$ cat config.mk
export PLATFORM = sky130hd
export DESIGN_NAME = ffpa_ram
export DESIGN_NICKNAME = d
export VERILOG_FILES = /design/src/ffpa_ram.sv
export SDC_FILE = /design/constraint.sdc
export NUM_CORES = 1
export LEC_CHECK = 0
export BUFFER_PORTS_ARGS = -buffer_cell sky130_fd_sc_hd__buf_2
export CAP_MARGIN = 20
export CORE_MARGIN = 2
export CORE_UTILIZATION = 50
export DETAILED_ROUTE_END_ITERATION = 10
export PLACE_DENSITY_LB_ADDON = 0.1
export SLEW_MARGIN = 20
export SYNTH_ARGS = -nofsm -noshare
export SYNTH_HDL_FRONTEND = slang
export SYNTH_SLANG_ARGS = --single-unit
$ cat constraint.sdc
create_clock -name clk_i -period 2.9 [get_ports clk_i]
set_input_delay 0.58 -clock clk_i [delete_from_list [all_inputs] [get_ports clk_i]]
set_output_delay 0.58 -clock clk_i [all_outputs]
set_load 0.05 [all_outputs]
$ cat src/ffpa_ram.sv
// ----------------------------------------------------------------------------
// ffpa_ram: generic single-port-write RAM
// One write port, one read port, registered read data (read-first).
// ----------------------------------------------------------------------------
`default_nettype none

module ffpa_ram #(
  parameter int unsigned Width = 8,
  parameter int unsigned Depth = 16,
  localparam int unsigned AW = $clog2(Depth)
) (
  input  wire logic             clk_i,
  input  wire logic             we_i,
  input  wire logic [AW-1:0]    waddr_i,
  input  wire logic [Width-1:0] wdata_i,
  input  wire logic [AW-1:0]    raddr_i,
  output logic      [Width-1:0] rdata_o
);

  logic [Width-1:0] mem_q [Depth];

  always_ff @(posedge clk_i) begin
    if (we_i) begin
      mem_q[waddr_i] <= wdata_i;
    end
    rdata_o <= mem_q[raddr_i];
  end

endmodule

`default_nettype wire

---- After elaboration in Yosys (flattened, before gate mapping) ----
Memories as Yosys holds them, arrays and structs flattened. A register that Yosys moved wholly into a read port is not among the register bits.
Cells that the tools add are included.
cells by class
  $add $sub $neg .......................... 0
  multipliers ............................. 0
  div/mod/pow operators ................... 0
  magnitude comparators ................... 0
  equal/unequal tests ..................... 0
  shifts and indexed selects .............. 0
  mux-type cells .......................... 2
  bitwise gates (word level) .............. 0
  reduce and logical (&&, ||, !) cells .... 0
operators with widths
  kind              count
  1-bit 2-to-1 mux  2
storage, ports and cells
  register bits after elaboration ......... 0
  bits in latches ......................... 0
  bits in writable memories ............... 128
  memory bits (read-only) ................. 0
  input port bits ......................... 18
  output and inout bits ................... 8
  logic and storage cells ................. 3
  memories ................................ 1
memories
  name   depth  bits a word  rd ports  clocked after Yosys merged registers in  write ports  RTL line  RTL
  mem_q  16     8            1         1                                        1            20        logic [Width-1:0] mem_q [Depth];

---- Depth between registers and ports, before layout ----
Gate-level depths: netlist (run 1).
  depth after elaboration ................. 2
  mapped depth ............................ 5
  mapped depth without buffers ............ 3

---- Worst setup path before layout (run 1) ----
OpenSTA, ideal clock, no wires.
  kind .................................... input-to-reg
  from .................................... in waddr_i[2]
  to ...................................... mem mem_q[0][0] (enable)
  setup time .............................. 0.383 ns
  arrival time ............................ 1.690 ns
  data required time ...................... 2.517 ns
  setup slack ............................. 0.827 ns
  stages on the path ...................... 2
  path buffers ............................ 0
  cells stage by stage .................... or3b_2 -> nor3_1
RTL lines
  element          RTL line  RTL
  start, declared  14        input wire logic [AW-1:0] waddr_i,
  end, declared    20
No word-level cell before the write port.

==> results.toml, run 1 <==
[grt]
grt-ovfl-total = 0
grt_start_max_net_pins = 24
initial_antenna_violation_count = 0
grt_pass1_vias = 2509
first_pass_grt_wire_length_microns = 15100
grt_use_total = 0.196

[layout]
multi_input_area_sq_um = 1060
layout-drive-gt1-share = 0.319
ff_latch_area_sq_um = 4000
diodes = 0
area_growth_syn_to_layout_pct = 18.6
finalCoreUtilization = 0.602
num-fill-cells = 716
num-nets-final = 300

[synthesis]
avgSynthCellArea_sq_um = 22.5
post_synth_inst_count = 229
ys_seq_elements = 136
synthDistinctLibCells = 19
yosysWarningCount = 0
post_synth_instance_area_sq_um = 5150
postSynthNetCount = 247
seq_area_frac_synth = 0.778

[power]
power.leakage_nw = 2.08
peak_supply_drop_uv = 345
cellPowerDensity_nw_per_um2 = 747

[job]
max_cap_violations = 0

[placement]
post-place-ws_ns = 0.600
gp_congestion = 0.780
place.detailed.hpwl_microns = 6280
portbufs = 25

[cts]
path_clk_slew_ns = 0.06
cts.repair.resized = 0
clock_tree_from_tritoncts = "yes"
clk-insertion-delay-late_ns = 0.52
cts.sink_count = 136
post_cts_hold_buffer_count = 0
post-cts-setup-buffer-count = 0
clock_tree.htree_level_count = 4
clock_tree.root_cell = "sky130_fd_sc_hd__clkbuf_8"
cts-buffers-inserted = 17
ctsLongestPathBuffers = 2

[setup_path]
critPathRequiredTime_ns = 3.29
worst_setup_path_start_kind = "primary input"
cp_max_fo = 11
ff2ff_path_depth = 3
crit_type = "primary input to flip-flop"
cp_data_arrival_time_ns = 2.13
critPathCaptureType = "flip-flop"

[route]
wl_microns = 9850
drt_drc_violations_left = 0
detailedRoute.firstIterationViolations = 169
avgViaCountPerCell = 5.68
vias = 2448
ant_nets = 0
post_drt_wl_per_cell_microns = 22.8
detailedRoute.firstPassIterationCount = 4

[timing]
timing_hold_violations_final = 0
final_worst_slack_ns = 1.16
rsz0062_at_grt = "no"
max_slew_violation_count = 0
timing.max_slew.rel_slack = 0.427
fmax_ghz = 0.574
min_period_over_period = 0.601
final.setup.tns_ns = 0
skew_ns = 0.00743
final-setup-viol-count = 0
hold_slack_ns = 0.449
max_slew.worst_pin.slew_ns = 0.856
timing.final.crit_period_ns = 1.74

[floorplanning]
placeableCoreArea_sq_um = 10100
die_w_microns = 105
floorplan_die_height_microns = 105
fp.dieArea_sq_um = 11100
floorplan.rows = 37
start_util = 0.508
ioPinCount = 26

[run_status]
outcome = "complete, no violations"

[worst_hold_path]
worst_hold_check_path_type = "primary input to flip-flop"
whs_path_depth = 1
## layer usage
layer,track usage,routed length [microns],up-vias,share of wire
met3,0.0637,500,10,0.051
li1,-,-,1081,-
met1,0.284,4600,1285,0.47
met4,0.0571,102,0,0.010
met2,0.288,4640,72,0.47
met5,0,0,-,0
## placed cells by master, fill, tap and decap left out
cell	n
sky130_fd_sc_hd__clkinv_2	2
sky130_fd_sc_hd__nand3b_1	2
sky130_fd_sc_hd__buf_4	18
sky130_fd_sc_hd__nor2_1	13
sky130_fd_sc_hd__nand2_1	9
sky130_fd_sc_hd__mux4_1	14
sky130_fd_sc_hd__nand2b_1	2
sky130_fd_sc_hd__bufinv_16	3
sky130_fd_sc_hd__edfxtp_1	128
sky130_fd_sc_hd__and2b_1	1
sky130_fd_sc_hd__clkbuf_16	16
sky130_fd_sc_hd__buf_2	25
sky130_fd_sc_hd__clkbuf_1	1
sky130_fd_sc_hd__a22oi_1	16
sky130_fd_sc_hd__clkbuf_8	1
sky130_fd_sc_hd__clkinvlp_4	3
sky130_fd_sc_hd__nor2b_1	1
sky130_fd_sc_hd__or3b_2	1
sky130_fd_sc_hd__clkinv_4	4
sky130_fd_sc_hd__dfxtp_1	8
sky130_fd_sc_hd__and2_1	1
sky130_fd_sc_hd__nor3_1	4
sky130_fd_sc_hd__mux4_2	18
sky130_fd_sc_hd__buf_12	1
sky130_fd_sc_hd__nand3_1	1
sky130_fd_sc_hd__inv_6	2
## report_power, final
group | internal (mW) | leakage, nW | switching, mW
Sequential | 2.20 | 1.22 | 0.0124
Combinational | 0.0873 | 0.575 | 0.157
Clock | 1.31 | 0.282 | 0.793
## critical path, stage by stage
cell	delay [ns]
sky130_fd_sc_hd__buf_2	0.32
sky130_fd_sc_hd__buf_4	0.27
sky130_fd_sc_hd__mux4_1	0.56
sky130_fd_sc_hd__a22oi_1	0.32
sky130_fd_sc_hd__nand2_1	0.08
## path summary, 6_finish.rpt
check                     from           to  slack [ns]
setup reg to reg   mem_q[1][0]   rdata_o[0]        1.50
hold reg to reg   mem_q[11][2]   rdata_o[2]        0.66
hold / removal      wdata_i[3]  mem_q[4][3]        0.45
setup / recovery    raddr_i[0]   rdata_o[1]        1.16
## synthesized netlist by cell type
cell | count | area, sq um
sky130_fd_sc_hd__buf_6 | 3 | 33.8
sky130_fd_sc_hd__clkdlybuf4s25_2 | 3 | 30.0
sky130_fd_sc_hd__buf_4 | 1 | 7.51
sky130_fd_sc_hd__mux4_2 | 18 | 405
sky130_fd_sc_hd__mux4_1 | 14 | 368
sky130_fd_sc_hd__or3b_2 | 1 | 8.76
sky130_fd_sc_hd__dfxtp_1 | 8 | 160
sky130_fd_sc_hd__nand3_1 | 1 | 5.00
sky130_fd_sc_hd__a22oi_1 | 16 | 120
sky130_fd_sc_hd__nand2b_1 | 2 | 12.5
sky130_fd_sc_hd__nor2_1 | 13 | 48.8
sky130_fd_sc_hd__and2_1 | 1 | 6.26
sky130_fd_sc_hd__edfxtp_1 | 128 | 3840
sky130_fd_sc_hd__nor2b_1 | 1 | 6.26
sky130_fd_sc_hd__buf_2 | 3 | 15.0
sky130_fd_sc_hd__nand3b_1 | 2 | 15.0
sky130_fd_sc_hd__and2b_1 | 1 | 7.51
sky130_fd_sc_hd__nand2_1 | 9 | 33.8
sky130_fd_sc_hd__nor3_1 | 4 | 20.0
## logic make-up after synthesis
family          after synthesis  synth area share
mux                          32             0.150
compound gates               16            0.0233
simple gates                 35            0.0318
buf+inv                      10            0.0168
flops                       136             0.778
## per-stage QoR
| step | cell area [sq um] | cells | total power, mW |
|---|---|---|---|
| 4_1_cts | 6100 | 431 | 4.59 |
| 3_5_place_dp | 5510 | 399 | 2.50 |
| 3_3_place_gp | 5510 | 399 | 2.50 |
| 2_1_floorplan | 5150 | 229 | 2.41 |
| 5_1_grt | 6100 | 431 | 4.70 |
| 6_report | 6100 | 431 | 4.56 |
## registers in the layout, summed over array words and instances, names as in the netlist
name,count
mem_q,128
rdata_o,8
## final cells by class
class,count,area share
Timing Repair Buffer,44,0.0459
Clock buffer,18,0.0685
Multi-Input combinational cell,83,0.173
Clock inverter,14,0.0287
Tap cell,136,0.0279
Sequential cell,136,0.656
(Power assumes the default switching activity.)
==> run 2, diff against run 1 <==
Clock period 2.9 ns to 1.8 ns, I/O delays scaled along.
==> run 2 against run 1 <==
Combinational power rose by 65%. Critical endpoint is now rdata_o[7]. Sequential power rose by 61%. Die area did not move. First-iteration DRC count down 15%. Largest cell class unchanged.
==> results.toml, run 2 (synthesis results as in run 1) <==
[floorplanning]
fp.dieArea_sq_um = 11100
floorplan_die_height_microns = 105
ioPinCount = 26
die_w_microns = 105
start_util = 0.508
placeableCoreArea_sq_um = 10100
floorplan.rows = 37

[timing]
timing_hold_violations_final = 0
max_slew_violation_count = 0
timing.final.crit_period_ns = 1.51
min_period_over_period = 0.842
max_slew.worst_pin.slew_ns = 0.717
hold_slack_ns = 0.228
final-setup-viol-count = 0
timing.max_slew.rel_slack = 0.521
skew_ns = 0.0107
fmax_ghz = 0.660
rsz0062_at_grt = "no"

[cts]
clock_tree.htree_level_count = 4
post-cts-setup-buffer-count = 0
ctsLongestPathBuffers = 2
cts-buffers-inserted = 17
cts.sink_count = 136
post_cts_hold_buffer_count = 0
clock_tree.root_cell = "sky130_fd_sc_hd__clkbuf_8"
cts.repair.resized = 0
clock_tree_from_tritoncts = "yes"
path_clk_slew_ns = 0.06
clk-insertion-delay-late_ns = 0.50

[power]
power.leakage_nw = 2.14
peak_supply_drop_uv = 707
cellPowerDensity_nw_per_um2 = 1210

[setup_path]
worst_setup_path_start_kind = "flip-flop"
cp_data_arrival_time_ns = 1.15
critPathCaptureType = "output port"
critPathRequiredTime_ns = 1.44
crit_slowest_cell = "sky130_fd_sc_hd__dfxtp_1"
crit_type = "flip-flop to output port"
worstPathCellList = "buf_2"
critical_path.top_delay_family = "flip-flops"
worstPathBufferInverterCount = 1
cp_slowest_stage_delay_ns = 0.37
crit_cells = 1
cp_max_fo = 1
ff2ff_path_depth = 3

[layout]
num-nets-final = 305
diodes = 0
reg_with_most_ffs = "mem_q"
fin_cells = 436
top_regs = "mem_q: 128 flops, rdata_o: 8 flops"
number_of_flip_flops_under_the_largest_register_name = 128
layout-drive-gt1-share = 0.333
final_common_cell = "sky130_fd_sc_hd__edfxtp_1"
num-fill-cells = 733
mostFrequentLayoutCells = "sky130_fd_sc_hd__edfxtp_1 (128), sky130_fd_sc_hd__buf_2 (25), sky130_fd_sc_hd__buf_4 (20), sky130_fd_sc_hd__mux4_2 (18)"
area_growth_syn_to_layout_pct = 20.7

[placement]
placed_cells_incl_taps = 404
gp_congestion = 0.771
portbufs = 25
place.detailed.hpwl_microns = 6010

[route]
wl_microns = 9150
detailedRoute.firstPassIterationCount = 4
vias = 2379
drt_drc_violations_left = 0
detailedRoute.firstIterationViolations = 144
post_drt_wl_per_cell_microns = 21.0
ant_nets = 0
avgViaCountPerCell = 5.46

[job]
max_cap_violations = 0

[worst_hold_path]
whs_path_depth = 1
worst_hold_check_path_type = "primary input to flip-flop"

[grt]
initial_antenna_violation_count = 0
grt-ovfl-total = 0
first_pass_grt_wire_length_microns = 14300
globalRoute.busiestLayer = "met2"
groute.layer.met3.usage = 0.0445
grt_pass1_vias = 2468
global_route.usage.met1 = 0.263
grt_use_total = 0.182
use_met2 = 0.276
grt_start_max_net_pins = 33

[run_status]
outcome = "complete, no violations"
## run 2: changes by cell type in the layout (fill, tap and decap cells not counted), moves of 2 or more
cell | previous run | this run
sky130_fd_sc_hd__inv_6 | 2 | 0
sky130_fd_sc_hd__buf_4 | 18 | 20
sky130_fd_sc_hd__clkinv_4 | 4 | 2
sky130_fd_sc_hd__clkbuf_8 | 1 | 3
sky130_fd_sc_hd__buf_12 | 1 | 4
## run 2: layout make-up
| type | count | area (sq um) | area share |
|---|---|---|---|
| timing repair buffer | 49 | 355 | 0.0572 |
| clock buffer | 20 | 445 | 0.0717 |
| clock inverter | 12 | 175 | 0.0282 |
| tap | 136 | 170 | 0.0274 |
| sequential | 136 | 4000 | 0.645 |
| multi-input combinational | 83 | 1060 | 0.171 |
## run 2: metrics by stage
stage / power, mW / worst slack [ns] / setup TNS, ns / utilization / cell area (sq um)
after floorplan: 3.88 / 0.174 / 0 / - / 5150
after global placement: 4.03 / -0.00839 / -0.00839 / 0.552 / 5590
after global routing: 7.75 / 0.247 / 0 / 0.613 / 6210
after CTS: 7.57 / 0.262 / 0 / 0.613 / 6210
after detailed placement: 4.04 / -0.00287 / -0.00448 / 0.552 / 5590
final: 7.50 / 0.285 / 0 / 0.613 / 6210
## run 2: layer usage
layer | vias up | part of all wire
li1 | 1091 | -
met1 | 1229 | 0.46
met2 | 53 | 0.49
met3 | 6 | 0.043
met4 | 0 | 0.0073
met5 | - | 0
## run 2: worst paths after layout
path                 endpoint        start  slack, ns
setup / recovery   rdata_o[7]   rdata_o[7]       0.29
hold / removal    mem_q[3][3]   wdata_i[3]       0.23
hold reg to reg    rdata_o[0]  mem_q[7][0]       0.67
setup reg to reg   rdata_o[4]  mem_q[9][4]       0.43
## run 2: power by group
group | leakage [nW] | total [mW] | internal, mW | switching (mW)
sequential | 1.22 | 3.56 | 3.54 | 0.0204
combinational | 0.616 | 0.405 | 0.154 | 0.252
clock | 0.297 | 3.53 | 2.32 | 1.22
==> run 3, diff against run 2 <==
Clock period 1.8 ns to 1.3 ns, I/O delays scaled along.
==> run 3 against run 2 <==
Sequential share of layout area fell by 1.5 points. Via count fell by 0.71%. Worst hold slack got worse by 0.095 ns. Wire length rose by 2.8%. Clock power rose by 29%. Power rose by 35%. Largest cell class unchanged. Combinational power rose by 62%. Register-to-register slack got worse by 0.41 ns. Critical endpoint is now rdata_o[3]. Design area rose by 2.5%.
==> results.toml, run 3 (synthesis results as in run 1) <==
[run_status]
outcome = "complete, no violations"

[layout]
diodes = 0
top_regs = "mem_q: 128 flops, rdata_o: 8 flops"
final_common_cell = "sky130_fd_sc_hd__edfxtp_1"
mostFrequentLayoutCells = "sky130_fd_sc_hd__edfxtp_1 (128), sky130_fd_sc_hd__buf_4 (31), sky130_fd_sc_hd__mux4_2 (30), sky130_fd_sc_hd__buf_2 (17), sky130_fd_sc_hd__clkbuf_16 (16)"
reg_with_most_ffs = "mem_q"
layout-drive-gt1-share = 0.462
area_growth_syn_to_layout_pct = 23.7
number_of_flip_flops_under_the_largest_register_name = 128
fin_cells = 448
multi_input_area_sq_um = 1090
num-nets-final = 317
num-fill-cells = 697
ff_latch_area_sq_um = 4010

[timing]
skew_ns = 0.00625
fmax_ghz = 0.776
rsz0062_at_grt = "yes"
max_slew_violation_count = 0
timing.final.crit_period_ns = 1.29
timing_hold_violations_final = 0
max_slew.worst_pin.slew_ns = 0.928
timing.max_slew.rel_slack = 0.379
min_period_over_period = 0.991
final-setup-viol-count = 0

[power]
power.leakage_nw = 2.16
comb_power_share = 0.065
power.share.switching = 0.214
peak_supply_drop_uv = 717
power.sequential.fraction = 0.487
power.net_switching_mw = 2.18
clkPwrFrac = 0.449
cellPowerDensity_nw_per_um2 = 1600
p_int_mw = 7.98
report.power.total_mw = 10.2

[grt]
first_pass_grt_wire_length_microns = 14700
grt-ovfl-total = 0
grt_start_max_net_pins = 24
initial_antenna_violation_count = 0
grt_use_total = 0.189
grt_pass1_vias = 2579

[setup_path]
worstPathBufferInverterCount = 1
critPathRequiredTime_ns = 1.04
crit_slowest_cell = "sky130_fd_sc_hd__dfxtp_2"
cp_max_fo = 1
critPathCaptureType = "output port"
crit_type = "flip-flop to output port"
cp_data_arrival_time_ns = 1.03
worst_setup_path_start_kind = "flip-flop"
critical_path.top_delay_family = "flip-flops"
worstPathCellList = "buf_8"
cp_slowest_stage_delay_ns = 0.37

[cts]
clock_tree.htree_level_count = 4
ctsLongestPathBuffers = 2
cts.sink_count = 136
cts-buffers-inserted = 17
clk-insertion-delay-late_ns = 0.51
clock_tree.root_cell = "sky130_fd_sc_hd__clkbuf_8"
clock_tree_from_tritoncts = "yes"
path_clk_slew_ns = 0.06
post_cts_hold_buffer_count = 0
post-cts-setup-buffer-count = 0

[route]
wl_microns = 9410
avgViaCountPerCell = 5.27
ant_nets = 0
detailedRoute.firstIterationViolations = 131
drt_drc_violations_left = 0
post_drt_wl_per_cell_microns = 21.0
detailedRoute.firstPassIterationCount = 4
vias = 2362

[floorplanning]
die_w_microns = 105
floorplan_die_height_microns = 105
fp.dieArea_sq_um = 11100
start_util = 0.508
placeableCoreArea_sq_um = 10100
ioPinCount = 26
floorplan.rows = 37

[placement]
placed_cells_incl_taps = 416
place.detailed.hpwl_microns = 6310
gp_congestion = 0.744
portbufs = 25

[job]
max_cap_violations = 0

[worst_hold_path]
worst_hold_check_path_type = "primary input to flip-flop"
[run 3: changes by cell type in the layout (fill, tap and decap cells not counted), moves of 3 or more]
cell	change
sky130_fd_sc_hd__nor3_1	-3
sky130_fd_sc_hd__a22oi_2	+9
sky130_fd_sc_hd__nor2_2	+3
sky130_fd_sc_hd__nor2_1	-3
sky130_fd_sc_hd__a22oi_1	-9
sky130_fd_sc_hd__dfxtp_1	-5
sky130_fd_sc_hd__dfxtp_2	+5
sky130_fd_sc_hd__buf_4	+11
sky130_fd_sc_hd__mux4_1	-12
sky130_fd_sc_hd__buf_2	-8
sky130_fd_sc_hd__mux4_2	+12
sky130_fd_sc_hd__inv_6	+3
sky130_fd_sc_hd__buf_6	+5
sky130_fd_sc_hd__buf_8	+3
[run 3: cell type report]
cell class                      instances  share of cell area
Multi-Input combinational cell         83               0.172
Clock buffer                           19              0.0678
Sequential cell                       136               0.630
Clock inverter                         13              0.0228
Timing Repair Buffer                   61              0.0815
Tap cell                              136              0.0267
[run 3: final timing paths]
path | end | start | cells after the start | slack [ns]
setup reg to reg | rdata_o[1] | mem_q[8][1] | 3 | 0.02
setup / recovery | rdata_o[3] | rdata_o[3] | 1 | 0.01
hold / removal | mem_q[6][5] | wdata_i[5] | 1 | 0.13
hold reg to reg | rdata_o[7] | mem_q[15][7] | 3 | 0.67
[run 3: what timing repair did]
action / CTS / global route
resized for setup: 20 / 14
gates cloned: 0 / 0
endpoints found under the setup margin: 10 / 14
endpoints found under the hold margin: 0 / 0
[run 3: routing by layer]
| metal | global-route usage | wire [microns] | up-vias |
|---|---|---|---|
| li1 | - | - | 1102 |
| met5 | 0 | 0 | - |
| met4 | 0.0743 | 63 | 0 |
| met2 | 0.289 | 4780 | 64 |
| met1 | 0.266 | 4200 | 1192 |
| met3 | 0.0464 | 371 | 4 |
[run 3: power by group through the flow]
stage | Clock, mW | Sequential [mW] | Combinational (mW)
5_1_grt | 4.83 | 4.95 | 0.707
4_1_cts | 4.65 | 4.94 | 0.645
3_5_place_dp | 0 | 5.02 | 0.607
3_3_place_gp | 0 | 5.02 | 0.595
2_1_floorplan | 0 | 5.12 | 0.274
6_report | 4.56 | 4.95 | 0.658
[run 3: stage by stage]
stage          setup TNS, ns  hold WS [ns]  utilization  instance area, sq um  setup slack [ns]
6_report                   0         0.134        0.628                  6370            0.0116
5_1_grt              -0.0222         0.132        0.628                  6370           -0.0109
4_1_cts             -0.00956         0.113        0.623                  6320          -0.00710
3_5_place_dp          -13.35         0.663        0.561                  5680            -0.354
3_3_place_gp          -11.49         0.640        0.561                  5680            -0.331
2_1_floorplan         -0.690         0.359            -                  5180           -0.0630
